`src/design/pidf_pkg.sv`:
```
// pidf_pkg: shared widths and register index codes for the filtered-derivative
// incremental PID block. No dependencies.
package pidf_pkg;

   localparam int DATA_W    = 16;   // gains, setpoint, measured sample, drive
   localparam int LIMIT_W   = 15;   // drive_limit
   localparam int SMOOTH_W  = 13;   // deriv_smoothing, Q1.12
   localparam int CSR_IDX_W = 3;
   localparam int FRAC_BITS = 8;
   localparam int Q12_SHIFT = 12;

   // derived internal widths
   localparam int ERR_W   = DATA_W + 1;    // setpoint - measured
   localparam int DP_W    = ERR_W + 1;     // first difference
   localparam int DD_W    = ERR_W + 2;     // second difference
   localparam int DERIV_W = 35;            // gain_d * second difference
   localparam int DF_W    = 36;            // filtered derivative
   localparam int MUL_A_W = 36;
   localparam int MUL_B_W = DATA_W + 1;
   localparam int PROD_W  = 48;
   localparam int SUM_W   = 38;
   localparam int ACC_W   = 32;

   localparam logic [SMOOTH_W-1:0] Q12_ONE = SMOOTH_W'(4096);

   // register indexes
   localparam logic [CSR_IDX_W-1:0] REG_GAIN_P      = CSR_IDX_W'(0);
   localparam logic [CSR_IDX_W-1:0] REG_GAIN_I      = CSR_IDX_W'(1);
   localparam logic [CSR_IDX_W-1:0] REG_GAIN_D      = CSR_IDX_W'(2);
   localparam logic [CSR_IDX_W-1:0] REG_SETPOINT    = CSR_IDX_W'(3);
   localparam logic [CSR_IDX_W-1:0] REG_DRIVE_LIMIT = CSR_IDX_W'(4);
   localparam logic [CSR_IDX_W-1:0] REG_SMOOTHING   = CSR_IDX_W'(5);

endpackage

```
`src/design/incremental_pid_filtered_d.sv`:
```
// incremental_pid_filtered_d: velocity-form PID with low-passed derivative,
// built around one shared 36x17 multiplier under a small sequencer.
// Depends on pidf_pkg.
//
//  channel | ports                                  | dir | handshake
//  --------+----------------------------------------+-----+----------------------
//  request | req_valid req_ready req_measured       | in  | valid/ready, 1 word
//  result  | rsp_valid rsp_ready rsp_drive rsp_clamped | out | valid/ready, 1 word
//  config  | csr_valid csr_ready csr_index csr_data | in  | valid/ready, always ready
//
// After acceptance, one sample makes five passes through the
// shared multiplier (derivative, two filter products, proportional, integral),
// then a final add and the clamp. The result sits in an output register;
// a new sample is accepted while it waits. If the previous result is still
// unclaimed at clamp time, the sequencer holds there until it is taken.
// Synchronous active-high reset clears gains, setpoint, smoothing and all
// loop state, and sets drive_limit to 32767.
module incremental_pid_filtered_d (
   input  logic                                 clock,
   input  logic                                 reset,
   input  logic                                 req_valid,
   output logic                                 req_ready,
   input  logic signed [pidf_pkg::DATA_W-1:0]   req_measured,
   output logic                                 rsp_valid,
   input  logic                                 rsp_ready,
   output logic signed [pidf_pkg::DATA_W-1:0]   rsp_drive,
   output logic                                 rsp_clamped,
   input  logic                                 csr_valid,
   output logic                                 csr_ready,
   input  logic        [pidf_pkg::CSR_IDX_W-1:0] csr_index,
   input  logic        [pidf_pkg::DATA_W-1:0]   csr_data
);
   import pidf_pkg::*;

   localparam logic [2:0] ST_IDLE   = 3'd0;
   localparam logic [2:0] ST_DERIV  = 3'd1;
   localparam logic [2:0] ST_MIXOLD = 3'd2;
   localparam logic [2:0] ST_MIXNEW = 3'd3;
   localparam logic [2:0] ST_PROP   = 3'd4;
   localparam logic [2:0] ST_INTEG  = 3'd5;
   localparam logic [2:0] ST_SUMI   = 3'd6;
   localparam logic [2:0] ST_CLAMP  = 3'd7;

   // configuration
   logic signed [DATA_W-1:0]   gain_p_ff, gain_i_ff, gain_d_ff, setpoint_ff;
   logic        [LIMIT_W-1:0]  drive_limit_ff;
   logic        [SMOOTH_W-1:0] smoothing_ff;

   // loop state
   logic [2:0]                 state_ff, state_in;
   logic signed [ERR_W-1:0]    err_prev_ff, err_prev2_ff;
   logic signed [DF_W-1:0]     df_ff;
   logic signed [ACC_W-1:0]    accum_ff;

   // per-sample working registers
   logic signed [ERR_W-1:0]    err_ff;
   logic signed [DP_W-1:0]     dp_ff;
   logic signed [DD_W-1:0]     dd_ff;
   logic signed [DERIV_W-1:0]  deriv_ff;
   logic signed [PROD_W-1:0]   prod_ff, prod_in;
   logic signed [PROD_W-1:0]   mix_ff;
   logic signed [SUM_W-1:0]    sum_ff;

   logic                       rsp_valid_ff;
   logic signed [DATA_W-1:0]   rsp_drive_ff;
   logic                       rsp_clamped_ff;

   logic                       req_fire;
   logic                       rsp_fire;
   logic                       finish;
   logic signed [ERR_W-1:0]    err_new;
   logic [SMOOTH_W-1:0]        s_sat;
   logic [SMOOTH_W-1:0]        s_comp;
   logic signed [MUL_A_W-1:0]  mul_a;
   logic signed [MUL_B_W-1:0]  mul_b;
   logic signed [MUL_A_W+MUL_B_W-1:0] mul_full;
   logic signed [PROD_W-1:0]   mix_sum;
   logic signed [SUM_W-1:0]    lim_pos, lim_neg;
   logic signed [SUM_W-1:0]    acc_clamped;
   logic                       hit;
   logic signed [ACC_W-FRAC_BITS-1:0] drive_trunc;

   assign csr_ready   = 1'b1;
   assign req_ready   = (state_ff == ST_IDLE);
   assign req_fire    = req_valid && req_ready;
   assign rsp_fire    = rsp_valid_ff && rsp_ready;
   assign rsp_valid   = rsp_valid_ff;
   assign rsp_drive   = rsp_drive_ff;
   assign rsp_clamped = rsp_clamped_ff;

   // clamp can retire only if the output register is free this cycle
   assign finish = (state_ff == ST_CLAMP) && (!rsp_valid_ff || rsp_ready);

   assign err_new = ERR_W'(setpoint_ff) - ERR_W'(req_measured);
   assign s_sat   = (smoothing_ff > Q12_ONE) ? Q12_ONE : smoothing_ff;
   assign s_comp  = Q12_ONE - s_sat;

   // operand select for the shared multiplier
   always_comb begin
      mul_a = '0;
      mul_b = '0;
      case (state_ff)
         ST_DERIV: begin
            mul_a = MUL_A_W'(dd_ff);
            mul_b = MUL_B_W'(gain_d_ff);
         end
         ST_MIXOLD: begin
            mul_a = MUL_A_W'(df_ff);
            mul_b = $signed({{(MUL_B_W-SMOOTH_W){1'b0}}, s_sat});
         end
         ST_MIXNEW: begin
            mul_a = MUL_A_W'(deriv_ff);
            mul_b = $signed({{(MUL_B_W-SMOOTH_W){1'b0}}, s_comp});
         end
         ST_PROP: begin
            mul_a = MUL_A_W'(dp_ff);
            mul_b = MUL_B_W'(gain_p_ff);
         end
         ST_INTEG: begin
            mul_a = MUL_A_W'(err_ff);
            mul_b = MUL_B_W'(gain_i_ff);
         end
         default: begin
            mul_a = '0;
            mul_b = '0;
         end
      endcase
   end

   assign mul_full = mul_a * mul_b;
   assign prod_in  = mul_full[PROD_W-1:0];

   // round to nearest, ties up: add half an LSB, then floor shift
   assign mix_sum = mix_ff + prod_ff + PROD_W'(2048);

   assign lim_pos = $signed({{(SUM_W-LIMIT_W-FRAC_BITS){1'b0}}, drive_limit_ff,
                             {FRAC_BITS{1'b0}}});
   assign lim_neg = -lim_pos;

   always_comb begin
      hit         = 1'b0;
      acc_clamped = sum_ff;
      if (sum_ff > lim_pos) begin
         hit         = 1'b1;
         acc_clamped = lim_pos;
      end else if (sum_ff < lim_neg) begin
         hit         = 1'b1;
         acc_clamped = lim_neg;
      end
   end

   // truncate toward zero: floor shift, then bump negatives with a fraction
   always_comb begin
      drive_trunc = acc_clamped[ACC_W-1:FRAC_BITS];
      if (acc_clamped[SUM_W-1] && (acc_clamped[FRAC_BITS-1:0] != '0)) begin
         drive_trunc = drive_trunc + (ACC_W-FRAC_BITS)'(1);
      end
   end

   always_comb begin
      state_in = state_ff;
      case (state_ff)
         ST_IDLE:   if (req_fire) state_in = ST_DERIV;
         ST_DERIV:  state_in = ST_MIXOLD;
         ST_MIXOLD: state_in = ST_MIXNEW;
         ST_MIXNEW: state_in = ST_PROP;
         ST_PROP:   state_in = ST_INTEG;
         ST_INTEG:  state_in = ST_SUMI;
         ST_SUMI:   state_in = ST_CLAMP;
         ST_CLAMP:  if (finish) state_in = ST_IDLE;
         default:   state_in = ST_IDLE;
      endcase
   end

   // control and state
   always_ff @(posedge clock) begin
      if (reset) begin
         state_ff       <= ST_IDLE;
         rsp_valid_ff   <= 1'b0;
         gain_p_ff      <= '0;
         gain_i_ff      <= '0;
         gain_d_ff      <= '0;
         setpoint_ff    <= '0;
         drive_limit_ff <= {LIMIT_W{1'b1}};
         smoothing_ff   <= '0;
         err_prev_ff    <= '0;
         err_prev2_ff   <= '0;
         df_ff          <= '0;
         accum_ff       <= '0;
      end else begin
         state_ff <= state_in;
         if (csr_valid && csr_ready) begin
            case (csr_index)
               REG_GAIN_P:      gain_p_ff      <= csr_data;
               REG_GAIN_I:      gain_i_ff      <= csr_data;
               REG_GAIN_D:      gain_d_ff      <= csr_data;
               REG_SETPOINT:    setpoint_ff    <= csr_data;
               REG_DRIVE_LIMIT: drive_limit_ff <= csr_data[LIMIT_W-1:0];
               REG_SMOOTHING:   smoothing_ff   <= csr_data[SMOOTH_W-1:0];
               default: ;
            endcase
         end
         if (state_ff == ST_PROP) begin
            df_ff <= mix_sum[PROD_W-1:Q12_SHIFT];
         end
         if (finish) begin
            accum_ff     <= acc_clamped[ACC_W-1:0];
            err_prev2_ff <= err_prev_ff;
            err_prev_ff  <= err_ff;
            rsp_valid_ff <= 1'b1;
         end else if (rsp_fire) begin
            rsp_valid_ff <= 1'b0;
         end
      end
   end

   // datapath, no reset needed
   always_ff @(posedge clock) begin
      prod_ff <= prod_in;
      if (req_fire) begin
         err_ff <= err_new;
         dp_ff  <= DP_W'(err_new) - DP_W'(err_prev_ff);
         dd_ff  <= DD_W'(err_new) - (DD_W'(err_prev_ff) <<< 1) + DD_W'(err_prev2_ff);
      end
      case (state_ff)
         ST_MIXOLD: deriv_ff <= prod_ff[DERIV_W-1:0];
         ST_MIXNEW: mix_ff   <= prod_ff;
         ST_INTEG:  sum_ff   <= SUM_W'(accum_ff) + SUM_W'(df_ff) + prod_ff[SUM_W-1:0];
         ST_SUMI:   sum_ff   <= sum_ff + prod_ff[SUM_W-1:0];
         default: ;
      endcase
      if (finish) begin
         rsp_drive_ff   <= drive_trunc[DATA_W-1:0];
         rsp_clamped_ff <= hit;
      end
   end

   // a new result word appears only right after the clamp step
   a_rsp_from_clamp: assert property (@(posedge clock) disable iff (reset)
      $rose(rsp_valid_ff) |-> $past(state_ff) == ST_CLAMP)
      else $error("result word raised outside clamp step");

   // an accepted sample starts the multiplier sequence
   a_accept_starts: assert property (@(posedge clock) disable iff (reset)
      req_fire |=> state_ff == ST_DERIV)
      else $error("accepted sample did not start sequence");

   // hold the clamp step while the previous word is unclaimed
   a_clamp_holds: assert property (@(posedge clock) disable iff (reset)
      (state_ff == ST_CLAMP && rsp_valid_ff && !rsp_ready)
      |=> (state_ff == ST_CLAMP && $stable(accum_ff)))
      else $error("clamp step retired over a pending word");

   // error history shifts once per finished sample
   a_err_shift: assert property (@(posedge clock) disable iff (reset)
      finish |=> err_prev2_ff == $past(err_prev_ff))
      else $error("error history did not shift");

endmodule
```
`config.mk`:
```
export PLATFORM = sky130hd
export DESIGN_NAME = incremental_pid_filtered_d
export DESIGN_NICKNAME = d
export VERILOG_FILES = /design/src/design/pidf_pkg.sv /design/src/design/incremental_pid_filtered_d.sv
export SDC_FILE = /design/constraint.sdc
export NUM_CORES = 2
export LEC_CHECK = 0
export BUFFER_PORTS_ARGS = -buffer_cell sky130_fd_sc_hd__buf_4
export CAP_MARGIN = 30
export CORE_UTILIZATION = 30
export CTS_CLUSTER_SIZE = 20
export DETAILED_ROUTE_END_ITERATION = 7
export MAX_ROUTING_LAYER = met4
export PLACE_DENSITY_LB_ADDON = 0.15
export RECOVER_POWER = 25
export SYNTH_ARGS = -nofsm -noshare
export SYNTH_HDL_FRONTEND = slang
export SYNTH_SLANG_ARGS = --single-unit
```
`constraint.sdc`:
```
create_clock -name clock -period 27 [get_ports clock]
set_input_delay 4.05 -clock clock [delete_from_list [all_inputs] [get_ports clock]]
set_output_delay 4.05 -clock clock [all_outputs]
set_load 0.005 [all_outputs]
```
Yosys cells after proc, flatten, opt, wreduce, memory -nomap -nowiden
Cells that the tools add are included.

Multiplexer cells: 13. Multiply operators: 1. Equal/unequal tests: 14. $add $sub $neg: 12. Reduce and logical (&&, ||, !) cells: 18. Magnitude comparators: 3.

Operators with widths (number): case mux 36 bit (5 select lines) (1); case mux 17 bit (5 select lines) (1); adder 38 bit (2); 2-to-1 mux 38 bit (2); case mux 38 bit (2 select lines) (1); adder 48 x 13 -> 48 bit, second input constant (1); adder 48 bit (1); multiplier 36 x 17 -> 48 bit (1); greater-than comparator 38 x 24 -> 1 bit (1); less-than comparator 38 bit (1); negator 23 -> 38 bit (1); adder 32 x 36 -> 37 bit (1); case mux 3 bit (8 select lines) (1); adder 19 x 17 -> 19 bit (1); subtractor 17 x 18 -> 19 bit (1); equality test 3 bit, second input constant (6); subtractor 17 x 17 -> 18 bit (1); subtractor 16 x 16 -> 17 bit (1); adder 16 x 2 -> 16 bit, second input constant (1); 2-to-1 mux 16 bit (1); AND reduction 2 bit (7); greater-than comparator 13 bit, second input constant (1); 2-to-1 mux 13 bit (1); subtractor 13 bit, first input constant (1); 12 further kinds (24).

Logic and storage cells: 82. Bits of input ports: 40. Register bits: 438. Output and inout bits: 20.

Logic depth before layout (Yosys ltp)
Depth in word-level cells: 7. Mapped depth: 36. Mapped depth without buffers: 33.

Least setup slack after synthesis
Ideal clock, no wire load.

Kind: reg-to-reg. Start point: register state_ff[1]. End point: register prod_ff[46]. Path buffers: 4. Cell stages (with the launch flop): 29. Data arrival time: 9.070 ns. Setup slack: 17.804 ns. Cells stage by stage: dfxtp_1 -> inv_1 -> clkbuf_1 -> nor2_1 -> clkbuf_1 -> clkbuf_1 -> clkbuf_1 -> a221oi_1 -> nor2_1 -> fa_1 -> inv_1 -> fa_1 -> fa_1 -> inv_1 -> fa_1 -> fa_1 -> inv_1 -> fa_1 -> inv_1 -> ha_1 -> and3_1 -> a221o_1 -> a21o_1 -> a21oi_1 -> o21ai_0 -> or3_1 -> o221ai_1 -> o21ai_0 -> xor2_1.

Word-level cells in the longest chain between the ends: 3. Elaborated cells between the ends (all ways): 8. Classes of those cells: mul: 1; eq/ne: 5; mux: 2.

RTL lines: from (decl) (line incremental_pid_filtered_d.sv:50) `logic [2:0] state_ff, state_in;`; from (signal assigned) (line incremental_pid_filtered_d.sv:191) `state_ff <= state_in;`; equality test 3 bit (tied with other cells) (line incremental_pid_filtered_d.sv:102) `case (state_ff)`; case mux 36 bit (5 select lines) / case mux 17 bit (5 select lines) (equally long branches) (line incremental_pid_filtered_d.sv:102); multiplier 36 x 17 -> 48 bit * (line incremental_pid_filtered_d.sv:130) `assign mul_full = mul_a * mul_b;`; net mul_full[46] (line incremental_pid_filtered_d.sv:76) `logic signed [MUL_A_W+MUL_B_W-1:0] mul_full;`; to (signal assigned) (line incremental_pid_filtered_d.sv:219) `prod_ff <= prod_in;`; to (decl) (line incremental_pid_filtered_d.sv:60) `logic signed [PROD_W-1:0] prod_ff, prod_in;`.

Mark *: on every way through the listed nets, which the timed path passes. The rest lies on a longest branch. A chain may end at the register's enable or synchronous reset.

Worst setup path after layout
Start point: register state_ff[1]. End point: register prod_ff[45].

The elaborated chain is that of the path after synthesis.

==> flow_summary_export.csv <==
group,metric,value,unit
outcome,status,"complete, but fails checks",
clock_network,ctsHoldBuffers,0,
die,dieWidth,393.2,um
cells_and_area,fin_util,33.51,%
cells_and_area,drive_above_1_share,6.472,%
clock_network,cts_buffer_depth,3,
timing,period_share,53.39,%
logic_synthesis,synth_edf_count,192,
logic_synthesis,synth_common_cells,"738 x inv_1, 629 x nand2_1, 591 x nor2_1, 559 x fa_1, 383 x ha_1",
clock_network,ctsResizeCount,0,
route,ant_nets,0,
setup_path,cp-end-kind,"register",
setup_path,cpMostUsedCell,"fa_1",
placed_design,dp_hpwl,130.6,mm
global_route,antenna_found_initial,8,
timing,setup-tns-final,0,ns
power_and_ir_drop,p_per_area,35.01,mW/mm^2
cells_and_area,area_delta_synth_final,10.85,%
timing,skew,0.05750,ns
die,start_util,30.23,%
logic_synthesis,syn_nets,6165,
route,route.detailed.drc,0,
cells_and_area,final_nets,6172,
route,dr.first_iter.drc_count,2835,
logic_synthesis,async_flop_share,0,%
timing,fmaxAchievable,0.06937,GHz
logic_synthesis,ys_types,96,
global_route,grt_pass1_vias,37040,
die,io_pins,60,
clock_network,worstSkewPairLatency,0.68,ns
clock_network,cts.htree.levels,2,
global_route,grt_pass1_wl,249.1,mm
die,dieArea,0.1546,mm^2
logic_synthesis,synth_top_area_share,24.37,%
logic_synthesis,ys_top_cells_by_area,"fa_1 24%, edfxtp_1 13%, dfxtp_1 11%",
die,die-height,393.2,um
min_path,hp-class,"reg2reg",
power_and_ir_drop,peakVddDrop,0.05101,mV
timing,tightest_slew,3.140,ns
route,wire_per_inst,22.79,um
timing,rsz0062_at_grt,"no",
timing,hold_viol,0,
timing,period_minus_slack,14.42,ns
logic_synthesis,synth.cell_area,0.04592,mm^2
setup_path,worst_setup_path_start_kind,"register",
die,rows,143,
global_route,gr-total-overflow,0,
clock_network,cts_setup_buffers,0,
setup_path,cp.arrival,14.98,ns
route,num_vias,36770,
clock_network,cts-root-buf,"clkbuf_16",
placed_design,portBuffers,58,
job,cap_violations,6,
global_route,grt_max_degree,77,
placed_design,gp_congestion,0.9475,
setup_path,critPathMaxStageDelay,2.29,ns
outcome,violations,"capacitance limit, slew limit",
logic_synthesis,yosysSeqAreaShare,23.28,%
setup_path,cp_max_fo,56,
route,totalWireLength,165.7,mm
route,routed_via_density,5.057,
global_route,track_usage,22.33,%
logic_synthesis,yosysWarnings,0,
clock_network,cts_buffers,56,
clock_network,cts_tree,"built",
logic_synthesis,yosysMostFrequentCell,"inv_1",
route,drtPass1Iterations,8,
clock_network,clk_pin_slew,0.06,ns
die,fp.coreArea,0.1519,mm^2
clock_network,clock-sinks,438,
timing,setup_viol_count_final,0,
logic_synthesis,avgSynthCellArea,8.859,um^2
timing,slew_headroom,-109.4,%
setup_path,crit_slowest_cell,"clkbuf_1",
logic_synthesis,ys_ff_latch,438,
power_and_ir_drop,p_leak,0.02196,uW
logic_synthesis,synth_cells,5183,
timing,maxSlewViolCount,241,
setup_path,path_class,"reg2reg",
setup_path,required,27.56,ns
logic_synthesis,synthFlopType,"dfxtp_1",
logic_synthesis,synth_top_area_cell,"fa_1",
routing by layer:
metal	up-vias	track usage (%)	share of wire, %
met1	18480	30.75	47
met3	189	2.064	4.8
li1	17080	-	-
met5	-	-	0
met2	1025	34.77	45
met4	0	6.509	3.2
state kept, by name, indices dropped and copies added, names as in the netlist, 13 cells and up:
register and flops:
rsp_drive 16, mix_ff 48, err_prev_ff 17, accum_ff 32, sum_ff 38, df_ff 36, gain_p_ff 16, drive_limit_ff 15
dp_ff 18, deriv_ff 35, gain_d_ff 16, smoothing_ff 13, prod_ff 48, err_ff 17, dd_ff 19, setpoint_ff 16
err_prev2_ff 17, gain_i_ff 16
through the flow:
step	total power [uW]	hold WS [ns]	instance area [um^2]	std cells	setup slack, ns
finish	1782	0.4546	50900	7270	12.58
detailed placement	985.8	0.4463	48960	7161	16.25
global placement	984.5	0.4389	48900	7155	15.90
floorplan	875.0	0.4148	45920	5183	17.80
global route	1849	0.4728	50900	7269	11.60
CTS	1805	0.4549	50940	7267	16.11
power by group:
group / switching (uW) / internal, uW / leakage (uW)
Sequential: 15.8 / 714 / 0.00374
Combinational: 166 / 77.9 / 0.0173
Clock: 331 / 477 / 0.000969
worst paths after layout:
kind / start / end / slack (ns) / cells past startpoint
worst min register to register: gain_i_ff[11]$_SDFFE_PP0P_ / gain_i_ff[11]$_SDFFE_PP0P_ / 0.45 / 2
worst max register to register: state_ff[1]$_SDFFE_PP0P_ / prod_ff[45]$_DFF_P_ / 12.58 / 28
worst max-delay path: state_ff[1]$_SDFFE_PP0P_ / prod_ff[45]$_DFF_P_ / 12.58 / 28
worst min-delay path: gain_i_ff[11]$_SDFFE_PP0P_ / gain_i_ff[11]$_SDFFE_PP0P_ / 0.45 / 2
cells in the final DEF (no fill, tap or decap), types with 23 or more instances in the layout:
master and instances:
clkbuf_16 61, nand4_1 23, fa_1 559, edfxtp_1 192, nand3_1 65, xnor2_1 156
nand2_1 629, or2_2 38, a21o_1 86, a221oi_1 26, inv_1 737, xor2_1 61
nor2b_1 27, clkbuf_1 24, a21oi_1 370, mux2i_1 36, nor2_1 588, o21ai_0 147
nor3_1 73, nand3b_1 23, dfxtp_1 244, o21a_1 41, nand2b_1 51, a211oi_1 26
buf_4 140, or3_1 36, and3_1 32, o21bai_1 28, ha_1 383
layout make-up:
class                           instances  area (um^2)
Inverter                              739         2775
Multi-Input combinational cell       3801        31770
Antenna cell                            2        5.005
Fill cell                           16010       101000
Timing Repair Buffer                  154         1146
Tap cell                             2030         2540
Clock buffer                           90         1765
Sequential cell                       438        10690
Clock inverter                         16        211.5
worst max-delay path: cells and delay by family, from the launching register on:
kind            cells  cell delay (ns)
compound gates     11             3.75
flops               1             0.31
fa+ha+maj           7             3.20
buf+inv             7             5.24
xor+xnor            1             0.13
simple gates        2             1.62
kinds of logic (layout without fill, tap and decap cells):
logic type	Yosys count	after routing	synth area share, %
buffers and inverters	944	999	7.820
AND/OR/NAND/NOR	1659	1659	15.91
XOR/XNOR	217	217	4.139
flip-flops	438	438	23.28
other	1	3	0.008167
multiplexers	52	52	1.177
adder cells (fa/ha/maj)	942	942	34.81
AO/OA/AOI/OAI	930	930	12.86
Note: power is estimated with default switching activity, not from simulation.
